`src/rtl/core/utv_pkg.sv`:
```
// Common types, codes and lead byte decode for the utf-8 text validator
package utv_pkg;

  // result cause codes
  localparam logic [2:0] CAUSE_OK        = 3'd0;
  localparam logic [2:0] CAUSE_ALL_ASCII = 3'd1;
  localparam logic [2:0] CAUSE_BAD_LEAD  = 3'd2;
  localparam logic [2:0] CAUSE_BAD_CONT  = 3'd3;
  localparam logic [2:0] CAUSE_TRUNCATED = 3'd4;

  // latched error codes
  localparam logic [1:0] ERR_NONE = 2'd0;
  localparam logic [1:0] ERR_LEAD = 2'd1;
  localparam logic [1:0] ERR_CONT = 2'd2;

  // one input item held in the input register
  typedef struct packed {
    logic [7:0] data_byte;
    logic       last_byte;
  } in_item_t;

  // one result item
  typedef struct packed {
    logic       is_utf8;
    logic [2:0] cause;
  } result_t;

  // continuation bytes that follow a lead byte at or above 0xC0
  function automatic logic [2:0] follow_count(input logic [7:0] b);
    logic [2:0] cnt;
    if (b inside {[8'hFC:8'hFD]}) begin
      cnt = 3'd5;
    end else if (b >= 8'hF8) begin
      cnt = 3'd4;
    end else if (b >= 8'hF0) begin
      cnt = 3'd3;
    end else if (b >= 8'hE0) begin
      cnt = 3'd2;
    end else begin
      cnt = 3'd1;
    end
    return cnt;
  endfunction

endpackage

```
`src/rtl/core/utv_in_reg.sv`:
```
// Input register stage of the utf-8 text validator
module utv_in_reg (
  input  logic              clk,
  input  logic              rst_n,
  input  logic              in_valid,
  output logic              in_ready,
  input  utv_pkg::in_item_t in_item,
  output logic              hold_valid,
  output utv_pkg::in_item_t hold_item,
  input  logic              hold_take
);

  logic              valid_r;
  logic              valid_nxt;
  utv_pkg::in_item_t item_r;

  // accept when empty or when the held item leaves this cycle
  assign in_ready = !valid_r || hold_take;

  always_comb begin
    valid_nxt = valid_r;
    if (in_valid && in_ready) begin
      valid_nxt = 1'b1;
    end else if (hold_take) begin
      valid_nxt = 1'b0;
    end
  end

  always_ff @(posedge clk) begin
    if (!rst_n) begin
      valid_r <= 1'b0;
    end else begin
      valid_r <= valid_nxt;
    end
  end

  // payload register
  always_ff @(posedge clk) begin
    if (in_valid && in_ready) begin
      item_r <= in_item;
    end
  end

  assign hold_valid = valid_r;
  assign hold_item  = item_r;

endmodule

```
`src/rtl/core/utv_check.sv`:
```
// Per-text validation state and per-byte check logic
module utv_check (
  input  logic              clk,
  input  logic              rst_n,
  input  logic              take,
  input  utv_pkg::in_item_t item,
  output utv_pkg::result_t  result
);

  logic [2:0] pending_r;
  logic [2:0] pending_nxt;
  logic       ascii_r;
  logic       ascii_nxt;
  logic [1:0] error_r;
  logic [1:0] error_nxt;
  logic [2:0] pend_upd;
  logic       ascii_upd;
  logic [1:0] error_upd;
  logic [7:0] b;
  logic       is_lead;

  assign b = item.data_byte;

  // lead byte class of the held byte
  utv_top_doc_placeholder u_lead (
    .data_byte     (b),
    .is_lead_range (is_lead)
  );

  // state after taking this byte
  always_comb begin
    pend_upd  = pending_r;
    ascii_upd = ascii_r;
    error_upd = error_r;
    if (error_r == utv_pkg::ERR_NONE) begin
      if (b[7]) begin
        ascii_upd = 1'b0;
      end
      if (pending_r == 3'd0) begin
        if (b[7]) begin
          if (!is_lead) begin
            error_upd = utv_pkg::ERR_LEAD;
          end else begin
            pend_upd = utv_pkg::follow_count(b);
          end
        end
      end else begin
        if (b[7:6] != 2'b10) begin
          error_upd = utv_pkg::ERR_CONT;
        end else begin
          pend_upd = pending_r - 3'd1;
        end
      end
    end
  end

  // cause by priority: latched error, truncation, all ascii
  always_comb begin
    if (error_upd == utv_pkg::ERR_LEAD) begin
      result.cause = utv_pkg::CAUSE_BAD_LEAD;
    end else if (error_upd == utv_pkg::ERR_CONT) begin
      result.cause = utv_pkg::CAUSE_BAD_CONT;
    end else if (pend_upd != 3'd0) begin
      result.cause = utv_pkg::CAUSE_TRUNCATED;
    end else if (ascii_upd) begin
      result.cause = utv_pkg::CAUSE_ALL_ASCII;
    end else begin
      result.cause = utv_pkg::CAUSE_OK;
    end
    result.is_utf8 = (result.cause == utv_pkg::CAUSE_OK);
  end

  // last byte returns the state to its start values
  always_comb begin
    pending_nxt = pending_r;
    ascii_nxt   = ascii_r;
    error_nxt   = error_r;
    if (take) begin
      if (item.last_byte) begin
        pending_nxt = 3'd0;
        ascii_nxt   = 1'b1;
        error_nxt   = utv_pkg::ERR_NONE;
      end else begin
        pending_nxt = pend_upd;
        ascii_nxt   = ascii_upd;
        error_nxt   = error_upd;
      end
    end
  end

  always_ff @(posedge clk) begin
    if (!rst_n) begin
      pending_r <= 3'd0;
      ascii_r   <= 1'b1;
      error_r   <= utv_pkg::ERR_NONE;
    end else begin
      pending_r <= pending_nxt;
      ascii_r   <= ascii_nxt;
      error_r   <= error_nxt;
    end
  end

endmodule

```
`src/rtl/core/utv_out_reg.sv`:
```
// Result register of the utf-8 text validator
module utv_out_reg (
  input  logic             clk,
  input  logic             rst_n,
  input  logic             load,
  input  utv_pkg::result_t result,
  output logic             free,
  output logic             out_valid,
  input  logic             out_ready,
  output utv_pkg::result_t out_result
);

  logic             valid_r;
  logic             valid_nxt;
  utv_pkg::result_t result_r;

  // room for a new result when empty or being drained now
  assign free = !valid_r || out_ready;

  always_comb begin
    valid_nxt = valid_r;
    if (load) begin
      valid_nxt = 1'b1;
    end else if (out_ready) begin
      valid_nxt = 1'b0;
    end
  end

  always_ff @(posedge clk) begin
    if (!rst_n) begin
      valid_r <= 1'b0;
    end else begin
      valid_r <= valid_nxt;
    end
  end

  always_ff @(posedge clk) begin
    if (load) begin
      result_r <= result;
    end
  end

  assign out_valid  = valid_r;
  assign out_result = result_r;

endmodule

```
`src/rtl/core/utv_top_doc_placeholder.sv`:
```
// Byte class decode of one held item, used to qualify lead bytes in the check logic
module utv_top_doc_placeholder (
  input  logic [7:0] data_byte,
  output logic       is_lead_range
);

  // bytes 0xc0 and above open a multi-byte sequence
  assign is_lead_range = data_byte[7] & data_byte[6];

endmodule

```
`src/rtl/core/utf8_text_validator.sv`:
```
// Top level of the utf-8 text validator
// Checks a text one byte per item and, on the byte marked last, gives one result item
// saying whether the text is non-ascii utf-8 and why not. A byte is accepted every
// clock unless a held result stalls the output; the byte passes an input register, the
// check logic and the result register. Throughput is one item per cycle when the output
// does not stall; bytes that are not last give no result and never wait on the output
// side unless a result is held.
module utf8_text_validator (
  input  logic       clk,
  input  logic       rst_n,
  input  logic       in_tvalid,
  output logic       in_tready,
  input  logic [7:0] in_tdata,   // [7:0] data_byte
  input  logic       in_tlast,   // last_byte
  output logic       out_tvalid,
  input  logic       out_tready,
  output logic [7:0] out_tdata   // [0] is_utf8, [3:1] cause, [7:4] zero
);

  utv_pkg::in_item_t in_item;
  utv_pkg::in_item_t hold_item;
  utv_pkg::result_t  result;
  utv_pkg::result_t  out_result;
  logic              hold_valid;
  logic              hold_take;
  logic              out_free;
  logic              out_load;

  assign in_item.data_byte = in_tdata;
  assign in_item.last_byte = in_tlast;

  // held item moves on when the result register can take it
  assign hold_take = hold_valid && out_free;
  assign out_load  = hold_take && hold_item.last_byte;

  utv_in_reg u_in_reg (
    .clk        (clk),
    .rst_n      (rst_n),
    .in_valid   (in_tvalid),
    .in_ready   (in_tready),
    .in_item    (in_item),
    .hold_valid (hold_valid),
    .hold_item  (hold_item),
    .hold_take  (hold_take)
  );

  utv_check u_check (
    .clk    (clk),
    .rst_n  (rst_n),
    .take   (hold_take),
    .item   (hold_item),
    .result (result)
  );

  utv_out_reg u_out_reg (
    .clk        (clk),
    .rst_n      (rst_n),
    .load       (out_load),
    .result     (result),
    .free       (out_free),
    .out_valid  (out_tvalid),
    .out_ready  (out_tready),
    .out_result (out_result)
  );

  assign out_tdata = {4'd0, out_result.cause, out_result.is_utf8};

endmodule
```
`config.mk`:
```
export PLATFORM = sky130hd
export DESIGN_NAME = utf8_text_validator
export DESIGN_NICKNAME = d
export VERILOG_FILES = /design/src/rtl/core/utv_pkg.sv /design/src/rtl/core/utv_in_reg.sv /design/src/rtl/core/utv_check.sv /design/src/rtl/core/utv_out_reg.sv /design/src/rtl/core/utv_top_doc_placeholder.sv /design/src/rtl/core/utf8_text_validator.sv
export SDC_FILE = /design/constraint.sdc
export NUM_CORES = 1
export LEC_CHECK = 0
export ABC_AREA = 1
export BUFFER_PORTS_ARGS = -buffer_cell sky130_fd_sc_hd__buf_4
export CAP_MARGIN = 20
export CORE_MARGIN = 3
export CORE_UTILIZATION = 55
export DETAILED_ROUTE_END_ITERATION = 10
export HOLD_SLACK_MARGIN = 0.08
export PLACE_DENSITY = 0.81
export SLEW_MARGIN = 20
export SYNTH_ARGS = -nofsm -noshare
export SYNTH_HDL_FRONTEND = slang
export SYNTH_SLANG_ARGS = --single-unit
```
`constraint.sdc`:
```
create_clock -name clk -period 5.5 [get_ports clk]
set_clock_uncertainty 0.2 [all_clocks]
set_input_delay 1.65 -clock clk [delete_from_list [all_inputs] [get_ports clk]]
set_output_delay 1.65 -clock clk [all_outputs]
set_load 0.05 [all_outputs]
```
After elaboration in Yosys (flattened, before gate mapping)
Index checks and enable logic that the tools add are counted.

Add/sub/neg operators: 1. Magnitude comparators: 5. Equality and inequality tests: 3. Multiplexer cells: 27. Bitwise gates (word level): 1. Reduce and logical (&&, ||, !) cells: 14.

Operator list (number): 3-bit 2-to-1 mux (12); 8-bit greater-or-equal comparator (second input constant) (4); 2-bit 2-to-1 mux (7); 8-bit less-or-equal comparator (second input constant) (1); 1-bit 2-to-1 mux (8); 3-bit zero test (2); 1-bit logical AND (4); 2-bit nonzero test (2); 3-bit nonzero test (1); 3-bit by 1-bit subtractor with 3-bit output (second input constant) (1); 2-bit by 1-bit equality test with 1-bit output (second input constant) (1); 2-bit equality test (second input constant) (1); 1-bit zero test (2); 2-bit zero test (1); 1-bit logical OR (2); 2-bit != test (second input constant) (1); 1-bit bitwise AND (1).

Bits in registers: 21. Word-level logic and storage cells: 60.

Longest topological paths before layout
Gate-level depths: netlist of run 1.

Depth in word-level cells: 14. Gate-level depth with buffers: 13. Depth with buffers taken out: 13.

Hierarchy
A second synthesis of run 1 with hierarchy kept.

Cell total of the unflattened synthesis: 133. Area, all modules: 1121.1 um^2.

Modules (own cells, without submodules): utv_check (instances 1, cells an instance 96, area an instance 574.3 um^2, sequential area each 120.1 um^2); utv_in_reg (instances 1, cells an instance 16, area an instance 321.6 um^2, sequential area each 290.3 um^2); utv_out_reg (instances 1, cells an instance 10, area an instance 166.4 um^2, sequential area each 140.1 um^2); utf8_text_validator (instances 1, cells an instance 9, area an instance 51.3 um^2, sequential area each 0.0 um^2); utv_top_doc_placeholder (instances 1, cells an instance 2, area an instance 7.5 um^2, sequential area each 0.0 um^2).

Least setup slack after synthesis of run 1
Ideal clock, no wire load.

Kind: input -> output. From: in out_tready. To: out in_tready. Arrival: 2.135 ns. Slack: 1.515 ns. Cell stages on the path: 4. Buffers on the path: 0. Cells stage by stage: inv_1 -> nand2_1 -> inv_1 -> nand2_1.

Longest elaborated chain between the ends: 3.

Ends and longest elaborated chain: from (decl) (line utf8_text_validator.sv:16) `input logic out_tready,`; 1-bit logical OR (line utv_out_reg.sv:18) `assign free = !valid_r || out_ready;`; 1-bit logical AND (line utf8_text_validator.sv:33) `assign hold_take = hold_valid && out_free;`; 1-bit logical OR (line utv_in_reg.sv:18) `assign in_ready = !valid_r || hold_take;`; to (decl) (line utf8_text_validator.sv:12) `output logic in_tready,`.

No other way between the ends.

Final worst setup path of run 1
Same ends and word-level chain as after synthesis.

==> impl_metrics.tcl, run 1 <==
set metrics [dict create \
    outcome "finished clean" \
    clkSinkCount 20 \
    crit_required_ps 3650 \
    setup_ws_ps 1460 \
    ff2ff_path_depth 12 \
    wl_per_cell_um 11.1 \
    core_um2 1750 \
    syn_area_um2 1030 \
    ctsHoldBuffers 0 \
    num_io_pins 23 \
    maxCapViolCount 0 \
    syn_avg_cell_area_um2 8.04 \
    crit_fanout 3 \
    fmax_mhz 248 \
    layout.cells.non_filler 173 \
    worstPathArrival_ps 2190 \
    power_density_nw_per_um2 279 \
    row_count 15 \
    drt-pass1-iter-count 4 \
    antenna_found_initial 0 \
    root_buffer "clkbuf_4" \
    pre_cts_ws_ps 1460 \
    setup_tns_ps 0 \
    slew_violations 0 \
    hold_depth 2 \
    hold_path.class "reg -> reg" \
    drive_gt1_share_pct 17.6 \
    route.detailed.drc 0 \
    timing.final.crit_period_ps 4040 \
    die_w_um 49.3 \
    insertedDiodeCount 0 \
    vias_per_cell 4.87 \
    antenna_left 0 \
    grt_max_degree 13 \
    p_leak_nw 0.600 \
    dpl.cell_count 169 \
    crit_type "in -> out" \
    synth_cells 128 \
    clock_latency_ps 300 \
    place_area_um2 1170 \
    final_hold_viol_count 0 \
    power_mw 0.341 \
    drt-initial-drc-count 26 \
    grt_pass1_vias 847 \
    vias 843 \
    clock_path_buffers 2 \
    cp-start-kind "primary input" \
    cts_made_buffers 3 \
    syn2layout_area_growth_pct 18.7 \
    htree_levels 1 \
    clkTransAtPathRegs_ps 110 \
    final_area_um2 1220 \
    period_share_pct 73.4 \
    whs_ps 273 \
    initial_core_util_pct 59.0 \
    setup_viol 0 \
    die_y_um 49.3 \
    dieArea_um2 2430 \
    post_cts_buffers 0 \
    final_common_cell "nand2_1" \
    port_buffers 17 \
    cp-end-kind "output port" \
    layout.nets 166 \
    layout_common_cells "nand2_1 (35), inv_1 (24), buf_4 (17), edfxtp_1 (12)" \
    grt_use_total_pct 18.3 \
    wirelength_mm 1.92 \
    synth-seq-area-share_pct 50.5 \
    synthDistinctLibCells 20 \
    final_core_util_pct 70.0 \
    synth_seq_cells 20 \
    dp_hpwl_mm 1.55 \
    rsz0062_at_grt "no" \
    synth_warnings 0 \
    gr-total-overflow 0 \
    cts_tree "built" \
    gp_congestion 0.881 \
    irDropWorstVdd_uv 196 \
    post_cts_resized 0 \
    grt_pass1_wl_mm 3.44 \
]
## cell usage after synthesis (all sizes together)
cell,number,area [µm²]
ha,4,50.1
a31oi,1,6.26
edfxtp,12,360
conb,1,3.75
a21oi,7,38.8
clkinv,1,3.75
nor2,11,43.8
nand2,35,131
inv,25,93.8
buf,4,30.0
nor3,1,5.00
a211oi,1,7.51
nand3,12,70.1
dfxtp,8,160
o21ai,5,25.0
## cell families (layout without fill, tap and decap cells)
group | after synthesis | count (layout) | share of synthesized area (%)
flip-flops | 20 | 20 | 50.5
other | 1 | 4 | 0.364
buffers and inverters | 30 | 47 | 12.4
adder cells (fa/ha/maj) | 4 | 4 | 4.86
AO/OA/AOI/OAI | 14 | 14 | 7.53
AND/OR/NAND/NOR | 59 | 59 | 24.3
## area by class of cell
| cell class | instances | area [µm²] |
|---|---|---|
| clock inverter | 1 | 30.0 |
| fill | 151 | 523 |
| inverter | 26 | 97.6 |
| clock buffer | 3 | 22.5 |
| multi-input combinational | 81 | 393 |
| tap | 25 | 31.3 |
| timing repair buffer | 17 | 128 |
| sequential | 20 | 520 |
## where the power goes
part           internal (mW)  total (mW)  switching (mW)  leakage (nW)
sequential             0.167       0.170         0.00354         0.181
clock                 0.0737       0.120          0.0458        0.0279
combinational         0.0169      0.0511          0.0343         0.391
total                  0.257       0.341          0.0837         0.600
## metal layers
metal | vias to the layer above | part of all wire [%] | track usage, %
li1 | 435 | - | -
met1 | 381 | 42 | 19.6
met2 | 22 | 52 | 33.9
met3 | 5 | 3.7 | 3.67
met4 | 0 | 1.5 | 8.53
met5 | - | 0 | 0
## path summary, 6_finish.rpt
check / from / end / slack (ps)
max: out_tready / in_tready / 1460
min: u_check.ascii_r$_SDFFE_PN1P_ / u_check.ascii_r$_SDFFE_PN1P_ / 270
max reg2reg: u_check.pending_r[0]$_SDFFE_PN0P_ / u_out_reg.out_result[3]$_DFFE_PP_ / 3100
min reg2reg: u_check.ascii_r$_SDFFE_PN1P_ / u_check.ascii_r$_SDFFE_PN1P_ / 270
## registers in the layout, summed over array words and instances (netlist names)
name	cells
u_out_reg.out_valid	1
u_check.pending_r	3
u_in_reg.hold_item	8
u_check.ascii_r	1
u_check.error_r	2
u_in_reg.hold_valid	1
u_out_reg.out_result	4
## critical path: stages
cell	delay, ps
buf_4	110
inv_1	40
nand2_1	40
inv_1	70
nand2_1	90
buf_4	200
Note: power is estimated with default switching activity, not from simulation.
==> run 2: changes to the inputs <==
Settings changed: ABC_AREA 1 to 0, CORE_UTILIZATION 55 to 52, PLACE_DENSITY 0.81 to 0.77.
Clock period 5.5 ns to 4.1 ns, I/O delays scaled along.
==> run 2 against run 1 <==
Net effect:
- final area shrank 3.2%
- synthesized area down 0.73%
- core utilization fell by 3.6 points
==> impl_metrics.tcl, run 2 <==
set metrics [dict create \
    grt_max_degree 12 \
    synth_warnings 0 \
    timing.final.crit_period_ps 3150 \
    die_w_um 50.3 \
    syn2layout_area_growth_pct 15.8 \
    p_leak_nw 0.475 \
    synth_area_leader_cell "edfxtp_1" \
    wl_per_cell_um 12.1 \
    syn_area_um2 1020 \
    synthDistinctLibCells 38 \
    synth_edf_count 12 \
    synthArstFlopShare_pct 0 \
    grt_pass1_vias 697 \
    layout_common_cells "buf_4 (17), edfxtp_1 (12), nand2_1 (11), inv_1 (10), dfxtp_1 (8)" \
    synth_seq_cells 20 \
    setup_ws_ps 948 \
    cts_made_buffers 3 \
    drt-pass1-iter-count 4 \
    drt-initial-drc-count 15 \
    whs_ps 308 \
    outcome "finished clean" \
    insertedDiodeCount 0 \
    gp_congestion 0.935 \
    initial_core_util_pct 57.3 \
    pre_cts_ws_ps 960 \
    dieArea_um2 2530 \
    dp_hpwl_mm 1.33 \
    cp-start-kind "primary input" \
    period_share_pct 76.9 \
    crit_fanout 3 \
    setup_tns_ps 0 \
    synth-seq-area-share_pct 50.9 \
    vias_per_cell 5.34 \
    largest_reg_flops 8 \
    clock_path_buffers 2 \
    drive_gt1_share_pct 22.2 \
    synth_cells 98 \
    ctsHoldBuffers 0 \
    maxCapViolCount 0 \
    clkTransAtPathRegs_ps 100 \
    htree_levels 1 \
    root_buffer "clkbuf_4" \
    slew_violations 0 \
    gr-total-overflow 0 \
    synth_common_cells "edfxtp_1 (12), nand2_1 (11), inv_1 (10)" \
    synthTopCellsByArea "edfxtp_1 (35%), dfxtp_1 (16%), ha_1 (4.9%)" \
    num_io_pins 23 \
    worstPathArrival_ps 1720 \
    vias 758 \
    irDropWorstVdd_uv 221 \
    post_cts_resized 0 \
    fmax_mhz 317 \
    crit_required_ps 2670 \
    die_y_um 50.3 \
    antenna_found_initial 0 \
    row_count 15 \
    final_common_cell "buf_4" \
    core_um2 1780 \
    setup_viol 0 \
    final_hold_viol_count 0 \
    ys.flop_type "edfxtp_1" \
    port_buffers 17 \
    cts_tree "built" \
    clock_latency_ps 290 \
    post_cts_buffers 0 \
    hold_path.class "reg -> reg" \
    syn_avg_cell_area_um2 10.4 \
    grt_pass1_wl_mm 3.04 \
    antenna_left 0 \
    route.detailed.drc 0 \
    synth_most_common_cell "edfxtp_1" \
    synth_top_area_share_pct 35.3 \
    grt_use_total_pct 15.9 \
    crit_type "in -> out" \
    clkSinkCount 20 \
    rsz0062_at_grt "no" \
    layout.nets 135 \
    wirelength_mm 1.71 \
    power_density_nw_per_um2 321 \
    cp-end-kind "output port" \
]
run 2: cell count changes after synthesis, moves of 3 or more:
cell,before,now
nand2_1,35,11
inv_1,24,10
a21boi_0,0,3
nor2_1,10,3
nand3_1,10,3
and2_1,0,5
a21oi_1,6,1
run 2: area by class of cell:
type	instances	area, µm²
fillers	146	599
flip-flops and latches	20	520
multi-input cells	66	440
repair buffers	17	128
inverters	10	37.5
well taps	25	31.3
clock buffers	4	26.3
run 2: worst paths after layout:
kind | from | to | slack (ps) | cells past startpoint
worst max-delay path | out_tready | in_tready | 950 | 3
worst max register to register | u_check.pending_r[0]$_SDFFE_PN0P_ | u_out_reg.out_result[0]$_DFFE_PP_ | 1760 | 8
worst min register to register | u_check.ascii_r$_SDFFE_PN1P_ | u_check.ascii_r$_SDFFE_PN1P_ | 310 | 2
worst min-delay path | u_check.ascii_r$_SDFFE_PN1P_ | u_check.ascii_r$_SDFFE_PN1P_ | 310 | 2
run 2: power by group:
part | leakage, nW | internal [mW] | switching [mW] | total (mW)
logic | 0.279 | 0.0232 | 0.0374 | 0.0606
clock network | 0.0150 | 0.0379 | 0.0535 | 0.0914
registers | 0.181 | 0.223 | 0.00503 | 0.228
run 2: routing by layer:
layer | GRT usage (%) | vias up | share of wire [%]
met5 | 0 | - | 0
met4 | 6.73 | 0 | 1.9
met3 | 2.97 | 4 | 6.5
met2 | 26.3 | 25 | 46
met1 | 20.3 | 346 | 45
li1 | - | 383 | -
run 2: cells by family (layout without fill, tap and decap cells):
| kind of cell | Yosys count | count (layout) | synth area share [%] |
|---|---|---|---|
| simple gates | 36 | 36 | 20.0 |
| other cells | 1 | 4 | 0.367 |
| compound gates | 21 | 21 | 15.9 |
| xor+xnor | 1 | 1 | 0.857 |
| buf+inv | 15 | 31 | 7.10 |
| flops | 20 | 20 | 50.9 |
| fa+ha+maj | 4 | 4 | 4.90 |
run 2: through the flow:
step	util [%]	instance area, µm²	instances	power [mW]
floorplan	-	1030	101	0.278
global placement	64.9	1160	138	0.292
detailed placement	64.9	1160	138	0.293
CTS	66.4	1180	142	0.384
global route	66.4	1180	142	0.401
finish	66.4	1180	142	0.380
run 2: worst max-delay path, cell delays in order:
cell	delay, ps
buf_4	110
nand3b_1	170
buf_4	210
